===== src/design/prrs_pkg.sv =====
`timescale 1ns / 1ps
package prrs_pkg;
  localparam int SLOTS = 8;
  localparam int LEVELS = 8;
  localparam int TICK_BITS = 32;
  localparam int SW = $clog2(SLOTS);
  localparam int LW = $clog2(LEVELS);
  localparam int CW = SW + 1;

  localparam logic [2:0] FUNC_READY = 3'd0;
  localparam logic [2:0] FUNC_REMOVE = 3'd1;
  localparam logic [2:0] FUNC_TICK = 3'd2;
  localparam logic [2:0] FUNC_SWITCH = 3'd3;
  localparam logic [2:0] FUNC_SLEEP = 3'd4;

  localparam logic [1:0] ERR_OK = 2'd0;
  localparam logic [1:0] ERR_TICK_OVF = 2'd1;
  localparam logic [1:0] ERR_WAKE_OVF = 2'd2;
  localparam logic [1:0] ERR_NO_READY = 2'd3;

  typedef enum logic [3:0] {
    ST_IDLE,
    ST_DECODE,
    ST_UNLINK_PRED,
    ST_UNLINK,
    ST_SLEEP_UNLINK,
    ST_LINK_PRED,
    ST_LINK,
    ST_TICK_SCAN,
    ST_TICK_WAKE,
    ST_SWITCH_SCAN,
    ST_SLEEP_ENTER,
    ST_DONE
  } state_t;
endpackage


===== src/design/prrs_pred_walk.sv =====
`timescale 1ns / 1ps
module prrs_pred_walk (
  input  logic clk,
  input  logic rst,
  input  logic go,
  input  logic [prrs_pkg::SW-1:0] target,
  input  logic [prrs_pkg::SLOTS-1:0][prrs_pkg::SW-1:0] succ,
  output logic done,
  output logic [prrs_pkg::SW-1:0] pred
);
  import prrs_pkg::*;

  logic busy;
  logic [SW-1:0] cur;
  logic [CW-1:0] steps;
  logic [SW-1:0] nxt;

  assign nxt = succ[cur];
  assign pred = cur;
  assign done = busy && ((nxt == target) || (steps == CW'(SLOTS - 1)));

  always_ff @(posedge clk) begin
    if (rst) begin
      busy <= 1'b0;
      steps <= '0;
    end else if (go) begin
      busy <= 1'b1;
      cur <= target;
      steps <= '0;
    end else if (busy) begin
      if (done) begin
        busy <= 1'b0;
      end else begin
        cur <= nxt;
        steps <= steps + CW'(1);
      end
    end
  end
endmodule


===== src/design/priority_round_robin_scheduler.sv =====
`timescale 1ns / 1ps
// A command is accepted when start is high and busy is low. Its result beat (done high)
// follows once the command's states are through. An enabled tick scans all eight slots for
// a slot that is due to wake, relinks it and scans again until none is due. An unlink or a
// relink may need a ring predecessor walk. The next command is accepted at the earliest at
// the edge that ends the result beat. The receiver cannot stall. Synchronous active-high
// reset empties all rings and the sleep list and clears the tick count, the running slot
// and the enable register.
module priority_round_robin_scheduler (
  input  logic clk,
  input  logic rst,
  input  logic start,
  output logic busy,
  input  logic [2:0] func,
  input  logic [2:0] thread_id,
  input  logic [2:0] priority_req,
  input  logic [31:0] wait_time,
  input  logic cfg_we,
  input  logic cfg_wdata,
  output logic done,
  output logic [2:0] running_id,
  output logic running_valid,
  output logic switch_request,
  output logic [3:0] woken_count,
  output logic [1:0] error_code
);
  import prrs_pkg::*;

  state_t state, state_next;
  logic enabled;
  logic [TICK_BITS-1:0] tick_count;
  logic [SLOTS-1:0][LW-1:0] slot_priority;
  logic [SLOTS-1:0] slot_ready, slot_sleeping;
  logic [SLOTS-1:0][TICK_BITS-1:0] slot_wake_tick;
  logic [SLOTS-1:0][SW:0] slot_sleep_order;
  logic [SLOTS-1:0][SW-1:0] ring_successor;
  logic [LEVELS-1:0][SW:0] ring_cursor;
  logic [SW-1:0] running_slot;
  logic running_present;
  logic [LW-1:0] top_priority;

  logic [2:0] op;
  logic [SW-1:0] slot;
  logic [LW-1:0] new_prio;
  logic [TICK_BITS-1:0] wait_reg;
  logic sw_acc;
  logic [3:0] woken;
  logic [1:0] err;
  logic relink;
  logic [SW:0] scan_idx;
  logic [SW:0] best;
  logic [LW:0] lvl;

  logic walk_go, walk_done;
  logic [SW-1:0] walk_target, walk_pred;

  prrs_pred_walk u_walk (
    .clk(clk), .rst(rst), .go(walk_go), .target(walk_target),
    .succ(ring_successor), .done(walk_done), .pred(walk_pred)
  );

  logic [LW-1:0] sp;
  logic [SW:0] cur_c;
  logic [SW:0] link_c;
  logic [SW:0] sleep_cnt;
  logic scan_better;
  logic [SW-1:0] si;

  assign sp = slot_priority[slot];
  assign cur_c = ring_cursor[sp];
  assign link_c = ring_cursor[new_prio];
  assign si = scan_idx[SW-1:0];

  always_comb begin
    sleep_cnt = '0;
    for (int i = 0; i < SLOTS; i++) sleep_cnt = sleep_cnt + (SW+1)'(slot_sleeping[i]);
  end

  always_comb begin
    scan_better = 1'b0;
    if (slot_sleeping[si] && slot_wake_tick[si] <= tick_count) begin
      if (best[SW]) scan_better = 1'b1;
      else if (slot_wake_tick[si] < slot_wake_tick[best[SW-1:0]]) scan_better = 1'b1;
      else if (slot_wake_tick[si] == slot_wake_tick[best[SW-1:0]] &&
               slot_sleep_order[si] < slot_sleep_order[best[SW-1:0]]) scan_better = 1'b1;
    end
  end

  assign busy = (state != ST_IDLE);

  always_ff @(posedge clk) begin
    if (rst) state <= ST_IDLE;
    else state <= state_next;
  end

  always_comb begin
    state_next = state;
    walk_go = 1'b0;
    walk_target = slot;
    case (state)
      ST_IDLE: if (start) state_next = ST_DECODE;
      ST_DECODE: begin
        case (op)
          FUNC_READY, FUNC_REMOVE: begin
            if (slot_ready[slot] && !cur_c[SW]) begin
              walk_go = 1'b1;
              state_next = ST_UNLINK_PRED;
            end else begin
              state_next = ST_UNLINK;
            end
          end
          FUNC_TICK: state_next = enabled ? ST_TICK_SCAN : ST_DONE;
          FUNC_SWITCH: state_next = ST_SWITCH_SCAN;
          FUNC_SLEEP: begin
            if (!running_present || !slot_ready[running_slot]) begin
              state_next = ST_DONE;
            end else if (!cur_c[SW]) begin
              walk_go = 1'b1;
              state_next = ST_UNLINK_PRED;
            end else begin
              state_next = ST_UNLINK;
            end
          end
          default: state_next = ST_DONE;
        endcase
      end
      ST_UNLINK_PRED: if (walk_done) state_next = ST_UNLINK;
      ST_UNLINK: state_next = (op == FUNC_SLEEP) ? ST_SLEEP_ENTER : ST_SLEEP_UNLINK;
      ST_SLEEP_UNLINK: begin
        if (op == FUNC_REMOVE) begin
          state_next = ST_DONE;
        end else if (!link_c[SW]) begin
          walk_go = 1'b1;
          walk_target = link_c[SW-1:0];
          state_next = ST_LINK_PRED;
        end else begin
          state_next = ST_LINK;
        end
      end
      ST_LINK_PRED: begin
        walk_target = link_c[SW-1:0];
        if (walk_done) state_next = ST_LINK;
      end
      ST_LINK: state_next = relink ? ST_TICK_SCAN : ST_DONE;
      ST_TICK_SCAN: begin
        if (scan_idx == (SW+1)'(SLOTS - 1)) begin
          if (best[SW] && !scan_better) state_next = ST_DONE;
          else state_next = ST_TICK_WAKE;
        end
      end
      ST_TICK_WAKE: state_next = ST_SLEEP_UNLINK;
      ST_SWITCH_SCAN: begin
        if (lvl[LW] || !ring_cursor[lvl[LW-1:0]][SW]) state_next = ST_DONE;
      end
      ST_SLEEP_ENTER: state_next = ST_DONE;
      ST_DONE: state_next = ST_IDLE;
      default: state_next = ST_IDLE;
    endcase
  end

  always_ff @(posedge clk) begin
    if (rst) begin
      enabled <= 1'b0;
      tick_count <= '0;
      slot_ready <= '0;
      slot_sleeping <= '0;
      for (int i = 0; i < LEVELS; i++) ring_cursor[i] <= (SW+1)'(SLOTS);
      running_slot <= '0;
      running_present <= 1'b0;
      top_priority <= LW'(LEVELS - 1);
      done <= 1'b0;
    end else begin
      if (cfg_we) enabled <= cfg_wdata;
      done <= 1'b0;
      case (state)
        ST_IDLE: begin
          if (start) begin
            op <= func;
            slot <= (func == FUNC_SLEEP) ? running_slot : thread_id;
            new_prio <= priority_req;
            wait_reg <= (wait_time == '0) ? TICK_BITS'(1) : wait_time;
            sw_acc <= 1'b0;
            woken <= '0;
            err <= ERR_OK;
            relink <= 1'b0;
          end
        end
        ST_DECODE: begin
          if (op == FUNC_SLEEP) begin
            slot <= running_slot;
            if (!running_present || !slot_ready[running_slot]) err <= ERR_NO_READY;
          end else if (op == FUNC_TICK && enabled) begin
            tick_count <= tick_count + TICK_BITS'(1);
            if (tick_count == '1) err <= ERR_TICK_OVF;
            scan_idx <= '0;
            best <= (SW+1)'(SLOTS);
          end else if (op == FUNC_SWITCH) begin
            lvl <= {1'b0, top_priority};
          end
        end
        ST_UNLINK: begin
          if (slot_ready[slot]) begin
            slot_ready[slot] <= 1'b0;
            if (!cur_c[SW]) begin
              if (walk_pred == slot) begin
                ring_cursor[sp] <= (SW+1)'(SLOTS);
              end else begin
                ring_successor[walk_pred] <= ring_successor[slot];
                if (cur_c[SW-1:0] == slot) ring_cursor[sp] <= {1'b0, walk_pred};
              end
            end
          end
          if (op == FUNC_REMOVE && running_present && running_slot == slot) sw_acc <= 1'b1;
        end
        ST_SLEEP_UNLINK: begin
          if (slot_sleeping[slot]) begin
            slot_sleeping[slot] <= 1'b0;
            for (int i = 0; i < SLOTS; i++)
              if (slot_sleeping[i] && slot_sleep_order[i] > slot_sleep_order[slot])
                slot_sleep_order[i] <= slot_sleep_order[i] - (SW+1)'(1);
          end
          if (!relink && op == FUNC_READY) slot_priority[slot] <= new_prio;
        end
        ST_LINK: begin
          if (link_c[SW]) begin
            ring_successor[slot] <= slot;
            ring_cursor[new_prio] <= {1'b0, slot};
          end else begin
            ring_successor[walk_pred] <= slot;
            ring_successor[slot] <= link_c[SW-1:0];
          end
          slot_ready[slot] <= 1'b1;
          if (new_prio < top_priority) top_priority <= new_prio;
          if (running_present && new_prio < slot_priority[running_slot]) sw_acc <= 1'b1;
          scan_idx <= '0;
          best <= (SW+1)'(SLOTS);
        end
        ST_TICK_SCAN: begin
          if (scan_better) best <= scan_idx;
          scan_idx <= scan_idx + (SW+1)'(1);
          if (scan_idx == (SW+1)'(SLOTS - 1)) begin
            slot <= scan_better ? si : best[SW-1:0];
          end
        end
        ST_TICK_WAKE: begin
          relink <= 1'b1;
          new_prio <= slot_priority[slot];
          if (woken != 4'd15) woken <= woken + 4'd1;
        end
        ST_SWITCH_SCAN: begin
          if (lvl[LW]) begin
            top_priority <= LW'(LEVELS - 1);
            err <= ERR_NO_READY;
          end else if (!ring_cursor[lvl[LW-1:0]][SW]) begin
            top_priority <= lvl[LW-1:0];
            ring_cursor[lvl[LW-1:0]] <=
              {1'b0, ring_successor[ring_cursor[lvl[LW-1:0]][SW-1:0]]};
            running_slot <= ring_successor[ring_cursor[lvl[LW-1:0]][SW-1:0]];
            running_present <= 1'b1;
          end else begin
            lvl <= lvl + (LW+1)'(1);
          end
        end
        ST_SLEEP_ENTER: begin
          if (wait_reg > ~tick_count) begin
            slot_wake_tick[slot] <= '1;
            err <= ERR_WAKE_OVF;
          end else begin
            slot_wake_tick[slot] <= tick_count + wait_reg;
          end
          slot_sleep_order[slot] <= sleep_cnt;
          slot_sleeping[slot] <= 1'b1;
          sw_acc <= 1'b1;
        end
        ST_DONE: done <= 1'b1;
        default: ;
      endcase
    end
  end

  assign running_id = running_slot;
  assign running_valid = running_present;
  assign switch_request = sw_acc;
  assign woken_count = woken;
  assign error_code = err;
endmodule

===== config.mk =====
export PLATFORM = sky130hd
export DESIGN_NAME = priority_round_robin_scheduler
export DESIGN_NICKNAME = d
export VERILOG_FILES = /design/src/design/prrs_pkg.sv /design/src/design/prrs_pred_walk.sv /design/src/design/priority_round_robin_scheduler.sv
export SDC_FILE = /design/constraint.sdc
export NUM_CORES = 2
export LEC_CHECK = 0
export CORE_ASPECT_RATIO = 1.25
export CORE_MARGIN = 1.5
export CORE_UTILIZATION = 35
export DETAILED_ROUTE_END_ITERATION = 8
export DONT_BUFFER_PORTS = 1
export PLACE_DENSITY = 0.5
export SLEW_MARGIN = 20
export SYNTH_ARGS = -nofsm -noshare
export SYNTH_HDL_FRONTEND = slang
export SYNTH_SLANG_ARGS = --single-unit

===== constraint.sdc =====
create_clock -name clk -period 4.8 [get_ports clk]
set_clock_uncertainty 0.05 [all_clocks]
set_input_delay 0.96 -clock clk [delete_from_list [all_inputs] [get_ports clk]]
set_output_delay 0.96 -clock clk [all_outputs]
set_load 0.005 [all_outputs]

After elaboration in Yosys (flattened, before gate mapping)

Cells that the tools add are included.

Muxes and demuxes: 166
Add/sub/neg operators: 21
Equality and inequality tests: 64
Reductions and logical operators: 79
Bitwise logic cells: 15
$lt $le $gt $ge: 28

Operators with widths:

| cell                  | number |
|---|---|
| $mux 32               | 11 |
| $bwmux 256            | 1 |
| $mux 256              | 1 |
| $or 256x256->256      | 1 |
| $bmux 32 s3           | 2 |
| $mux 4                | 40 |
| $bwmux 32             | 4 |
| $bwmux 24             | 5 |
| $demux 32 s3          | 1 |
| $mux 24               | 4 |
| $pmux 32 s3           | 1 |
| $bmux 4 s3            | 6 |
| $pmux 32 s2           | 1 |
| $mux 3                | 21 |
| $ne 2x2->1 const B    | 31 |
| $demux 4 s3           | 4 |
| $pmux 24 s2           | 1 |
| $bmux 3 s3            | 5 |
| $pmux 4 s11           | 1 |
| $reduce_and 4->1      | 10 |
| $lt 3x4->1 const B    | 9 |
| $add 32x1->32 const B | 1 |
| $add 32x32->32        | 1 |
| $eq 32x32->1          | 1 |
| other kinds (62)      | 210 |

Flip-flop bits (word level): 498
Input port bits: 46
Output and inout bits: 13

Depth between registers and ports, before layout

Depth in word-level cells: 13
Mapped depth: 16
Mapped depth without buffers: 13

Hierarchy

Synthesis repeated with hierarchy kept, for this count alone.

Cell total of the unflattened synthesis: 3160
Area total of the unflattened synthesis: 33051.7 sq um

Modules (own cells, without submodules):

| module                         | cells each | area an instance (sq um) | instances |
|---|---|---|---|
| priority_round_robin_scheduler | 3108       | 32448.6                  | 1 |
| prrs_pred_walk                 | 52         | 603.1                    | 1 |

Least setup slack after synthesis

No wires, ideal clock.

Path type: reg2reg
Start point: register scan_idx[0]
End point: register best[0] (enable)
Setup slack: -0.078 ns
Arrival: 4.463 ns
Stages on the path, launching flop included: 16
Clock period less this slack: 4.878 ns
Path buffers: 3
Cell sequence: edfxtp_1 clkbuf_1 buf_1 buf_1 mux4_2 mux2_2 ha_1 a21o_1 a21o_1 a21o_1 a211oi_1 o21ai_0 a21o_1 a211oi_1 o21ai_1 a21boi_0

Word-level cells in the longest chain between the ends: 10
Elaborated cells between the ends (all ways): 18

RTL lines:

| element                                                              | line                                  | text |
|---|---|---|
| start: declaration                                                   | priority_round_robin_scheduler.sv:50  | `logic [SW:0] scan_idx;` |
| start signal: assignment                                             | priority_round_robin_scheduler.sv:240 | `scan_idx <= scan_idx + (SW+1)'(1);` |
| parallel branches: the longest is 7 deep, another holds $lt 32x32->1 | -                                     |  |
| $mux 1 *                                                             | priority_round_robin_scheduler.sv:81  | `if (slot_sleeping[si] && slot_wake_tick[si] <= tick_count) begin` |
| $ne 2x2->1 (no line) *                                               | -                                     |  |
| $reduce_and 5->1 (no line) *                                         | -                                     |  |
| end signal: assignment                                               | priority_round_robin_scheduler.sv:196 | `best <= (SW+1)'(SLOTS);` |
| end signal: assignment                                               | priority_round_robin_scheduler.sv:236 | `best <= (SW+1)'(SLOTS);` |
| end signal: assignment                                               | priority_round_robin_scheduler.sv:239 | `if (scan_better) best <= scan_idx;` |
| end: declaration                                                     | priority_round_robin_scheduler.sv:51  | `logic [SW:0] best;` |

Every way passes the cells marked *. The select of a mux whose other input is x is not followed.
A chain may end at the register's enable or synchronous reset.

Worst setup path in the final report

Start point: register scan_idx[0]
End point: register best[1] (enable)

Same word-level chain as after synthesis.

==> flow_summary.ini <==
[worst_setup_path]
timing.rr.start = scan_idx[0]
critPathLaunchType = flip-flop
worstPathArrival_ns = 4.74
required_ns = 5.11
critPathKind = flip-flop to flip-flop
cp-end-kind = flip-flop
rrSetupSlack_ns = 0.36
cp_max_fo = 50
reg2reg_depth = 11
crit_end = best[1]
startpoint = scan_idx[0]
r2r_end = best[1]

[final_layout]
fillers = 9287
stdcell_count = 4486
nets = 3421
drive_gt1_share_pct = 14.2
area_growth_syn_to_layout_pct = 11.3
largest_register = slot_wake_tick
largest_reg_flops = 256

[die]
ios = 59
die-area_sq_um = 97500
initial_utilization_pct = 35.4
die_h_um = 349
die_x_um = 280
core-area_sq_um = 94600
rows = 126

[drt]
final_antenna_net_count = 0
routedWlPerCell_um = 27.0
vias = 27600
dr.pass1.iters = 6
totalWireLength_um = 121000
routed_via_density = 6.14
drc = 0
drt-initial-drc-count = 2754

[grt]
grtUsageTotal_pct = 24.4
grt_pass1_vias = 27100
antenna_found_initial = 2
grt_max_degree = 147
grt_pass1_wl_um = 179000
grt_overflow = 0

[placement]
dp_hpwl_um = 81700
finalWeightedCongestion = 0.929
post-place-ws_ns = 0.386
portBuffers = 0
place_inst = 4372

[clock_network]
cts_sinks = 498
cts_tree = yes
cts_made_buffers = 60
ctsRootBufferMaster = clkbuf_16
clk_latency_ns = 0.67
cts.repair.resized = 0
cts_buffer_depth = 3
ctsHtreeMaxLevel = 2
post_cts_buffers = 0
clk_pin_slew_worst_paths_ns = 0.06
ctsHoldBuffers = 0

[run]
cap_violations = 0

[sta]
period_minus_slack_ns = 4.44
maxSlewHeadroom_pct = 28.9
fmax_ghz = 0.225
setup-tns-final_ns = 0
finalWorstSetupSlack_ns = 0.361
final-setup-viol-count = 0
fin_crit_sh_pct = 92.5
hold_viol_final = 0
worstMarginPinSlew_ns = 1.06
hold-worst-slack_ns = 0.316
final_max_slew_viol_count = 0
grt_setup_unrepaired = no

[synth]
ys_ff_latch = 498
syn_inst = 3302
syn-num-nets = 3505
synth_warnings = 0
async_flop_share_pct = 0
synthFlopType = edfxtp_1
yosysMostFrequentCell = edfxtp_1
synth_top_cell_area_share_pct = 35.9
synthTopCellsByArea = edfxtp_1 (36%), mux4_2 (11%), dfxtp_1 (5.9%), ha_1 (5.7%), a21oi_1 (4.9%)
yosys-top-cells-count = edfxtp_1 (400), a21oi_1 (325), nor2_1 (301), o21ai_0 (265), nand2_1 (245)
ys_seq_area_share_pct = 41.8
yosysUniqueCellTypes = 80
synth_top_area_cell = edfxtp_1
synth_area_sq_um = 33500
postSynthAreaPerCell_sq_um = 10.1
synth_edf_count = 400

[power_and_ir_drop]
peakVddDrop_uv = 349
p_leak_nw = 12.9
pwr_density_cell_nw_per_um2 = 355

[worst_hold_path]
hp-class = input pin to flip-flop

[status]
outcome = finished, final reports clean
report_power, final:
group,internal [mW],switching [mW],leakage [nW]
sequential,4.87,0.211,4.50
combinational,1.12,2.23,7.45
clock,2.80,1.98,0.993
worst max-delay path, stage by stage, from the launching register on:
cell	delay (ns)
edfxtp_1	0.44
buf_12	0.40
mux4_2	0.57
mux2_2	0.30
ha_1	0.31
nand4_1	0.09
or2_2	0.32
or3_1	0.42
o32ai_1	0.42
o21ai_1	0.34
a21boi_0	0.28
buf_4	0.17
cells in the final DEF, fill, tap and decap left out, types with 12 or more instances in the layout:
cell / count
nand2b_1: 23
a21boi_0: 15
buf_12: 13
inv_1: 89
nand3_1: 78
nor4_1: 23
dfxtp_1: 98
a211oi_1: 19
o22ai_1: 66
mux2i_1: 91
a221oi_1: 25
nor2_1: 298
o21ai_0: 265
o211ai_1: 20
mux2_2: 44
o21a_1: 27
ha_1: 152
xnor2_1: 69
nor3_1: 75
nand4_1: 34
a22oi_1: 65
a21o_1: 42
and3_1: 23
edfxtp_1: 400
nand2_1: 245
mux4_2: 165
clkbuf_16: 62
o221ai_1: 12
nor2b_1: 32
o31ai_1: 16
xor2_1: 22
or3_1: 18
clkinv_2: 13
buf_4: 111
a22o_1: 20
a21oi_1: 316
routing by layer:
metal / vias up / share of wire, % / global-route usage (%)
met5: - / 0.022 / 0
met4: 4 / 3.8 / 8.88
met3: 253 / 5.9 / 3.31
met2: 1080 / 50 / 42.6
met1: 13800 / 40 / 30.7
li1: 12400 / - / -
cell type report:
cell class / count / area [sq um] / share of cell area [%]
inverters: 89 / 334 / 0.897
flip-flops and latches: 498 / 14000 / 37.5
well taps: 1216 / 1520 / 4.09
clock inverters: 35 / 365 / 0.981
repair buffers: 124 / 1090 / 2.94
clock buffers: 78 / 1660 / 4.46
multi-input cells: 2445 / 18300 / 49.1
diodes: 1 / 2.50 / 0.00672
kinds of logic after synthesis:
group           count (synthesis)  synth area share, %
buf+inv                       359                 4.06
mux                           300                 15.3
compound gates                989                 18.0
simple gates                  907                 12.4
flops                         498                 41.8
xor+xnor                       92                 2.41
fa+ha+maj                     157                 5.98
how the worst min path moves through the flow:
stage / start / to / slack (ns) / cells after the start
floorplan: ring_cursor[3] / ring_cursor[3] / 0.40 / 2
global placement: flip-flop / flip-flop / 0.43 / 2
detailed placement: flip-flop / flip-flop / 0.44 / 2
CTS: rst / u_walk.busy / 0.29 / 1
global route: rst / running_id[1] / 0.30 / 1
finish: rst / running_valid / 0.32 / 1
through the flow:
| step | area (sq um) | power, mW | util, % |
|---|---|---|---|
| 6_report | 37200 | 13.2 | 39.4 |
| 2_1_floorplan | 33500 | 7.27 | - |
| 5_1_grt | 37200 | 13.7 | 39.4 |
| 3_3_place_gp | 35200 | 8.45 | 37.2 |
| 3_5_place_dp | 35200 | 8.46 | 37.2 |
| 4_1_cts | 37200 | 13.2 | 39.4 |
No activity file was read; power rests on OpenSTA's default activity.
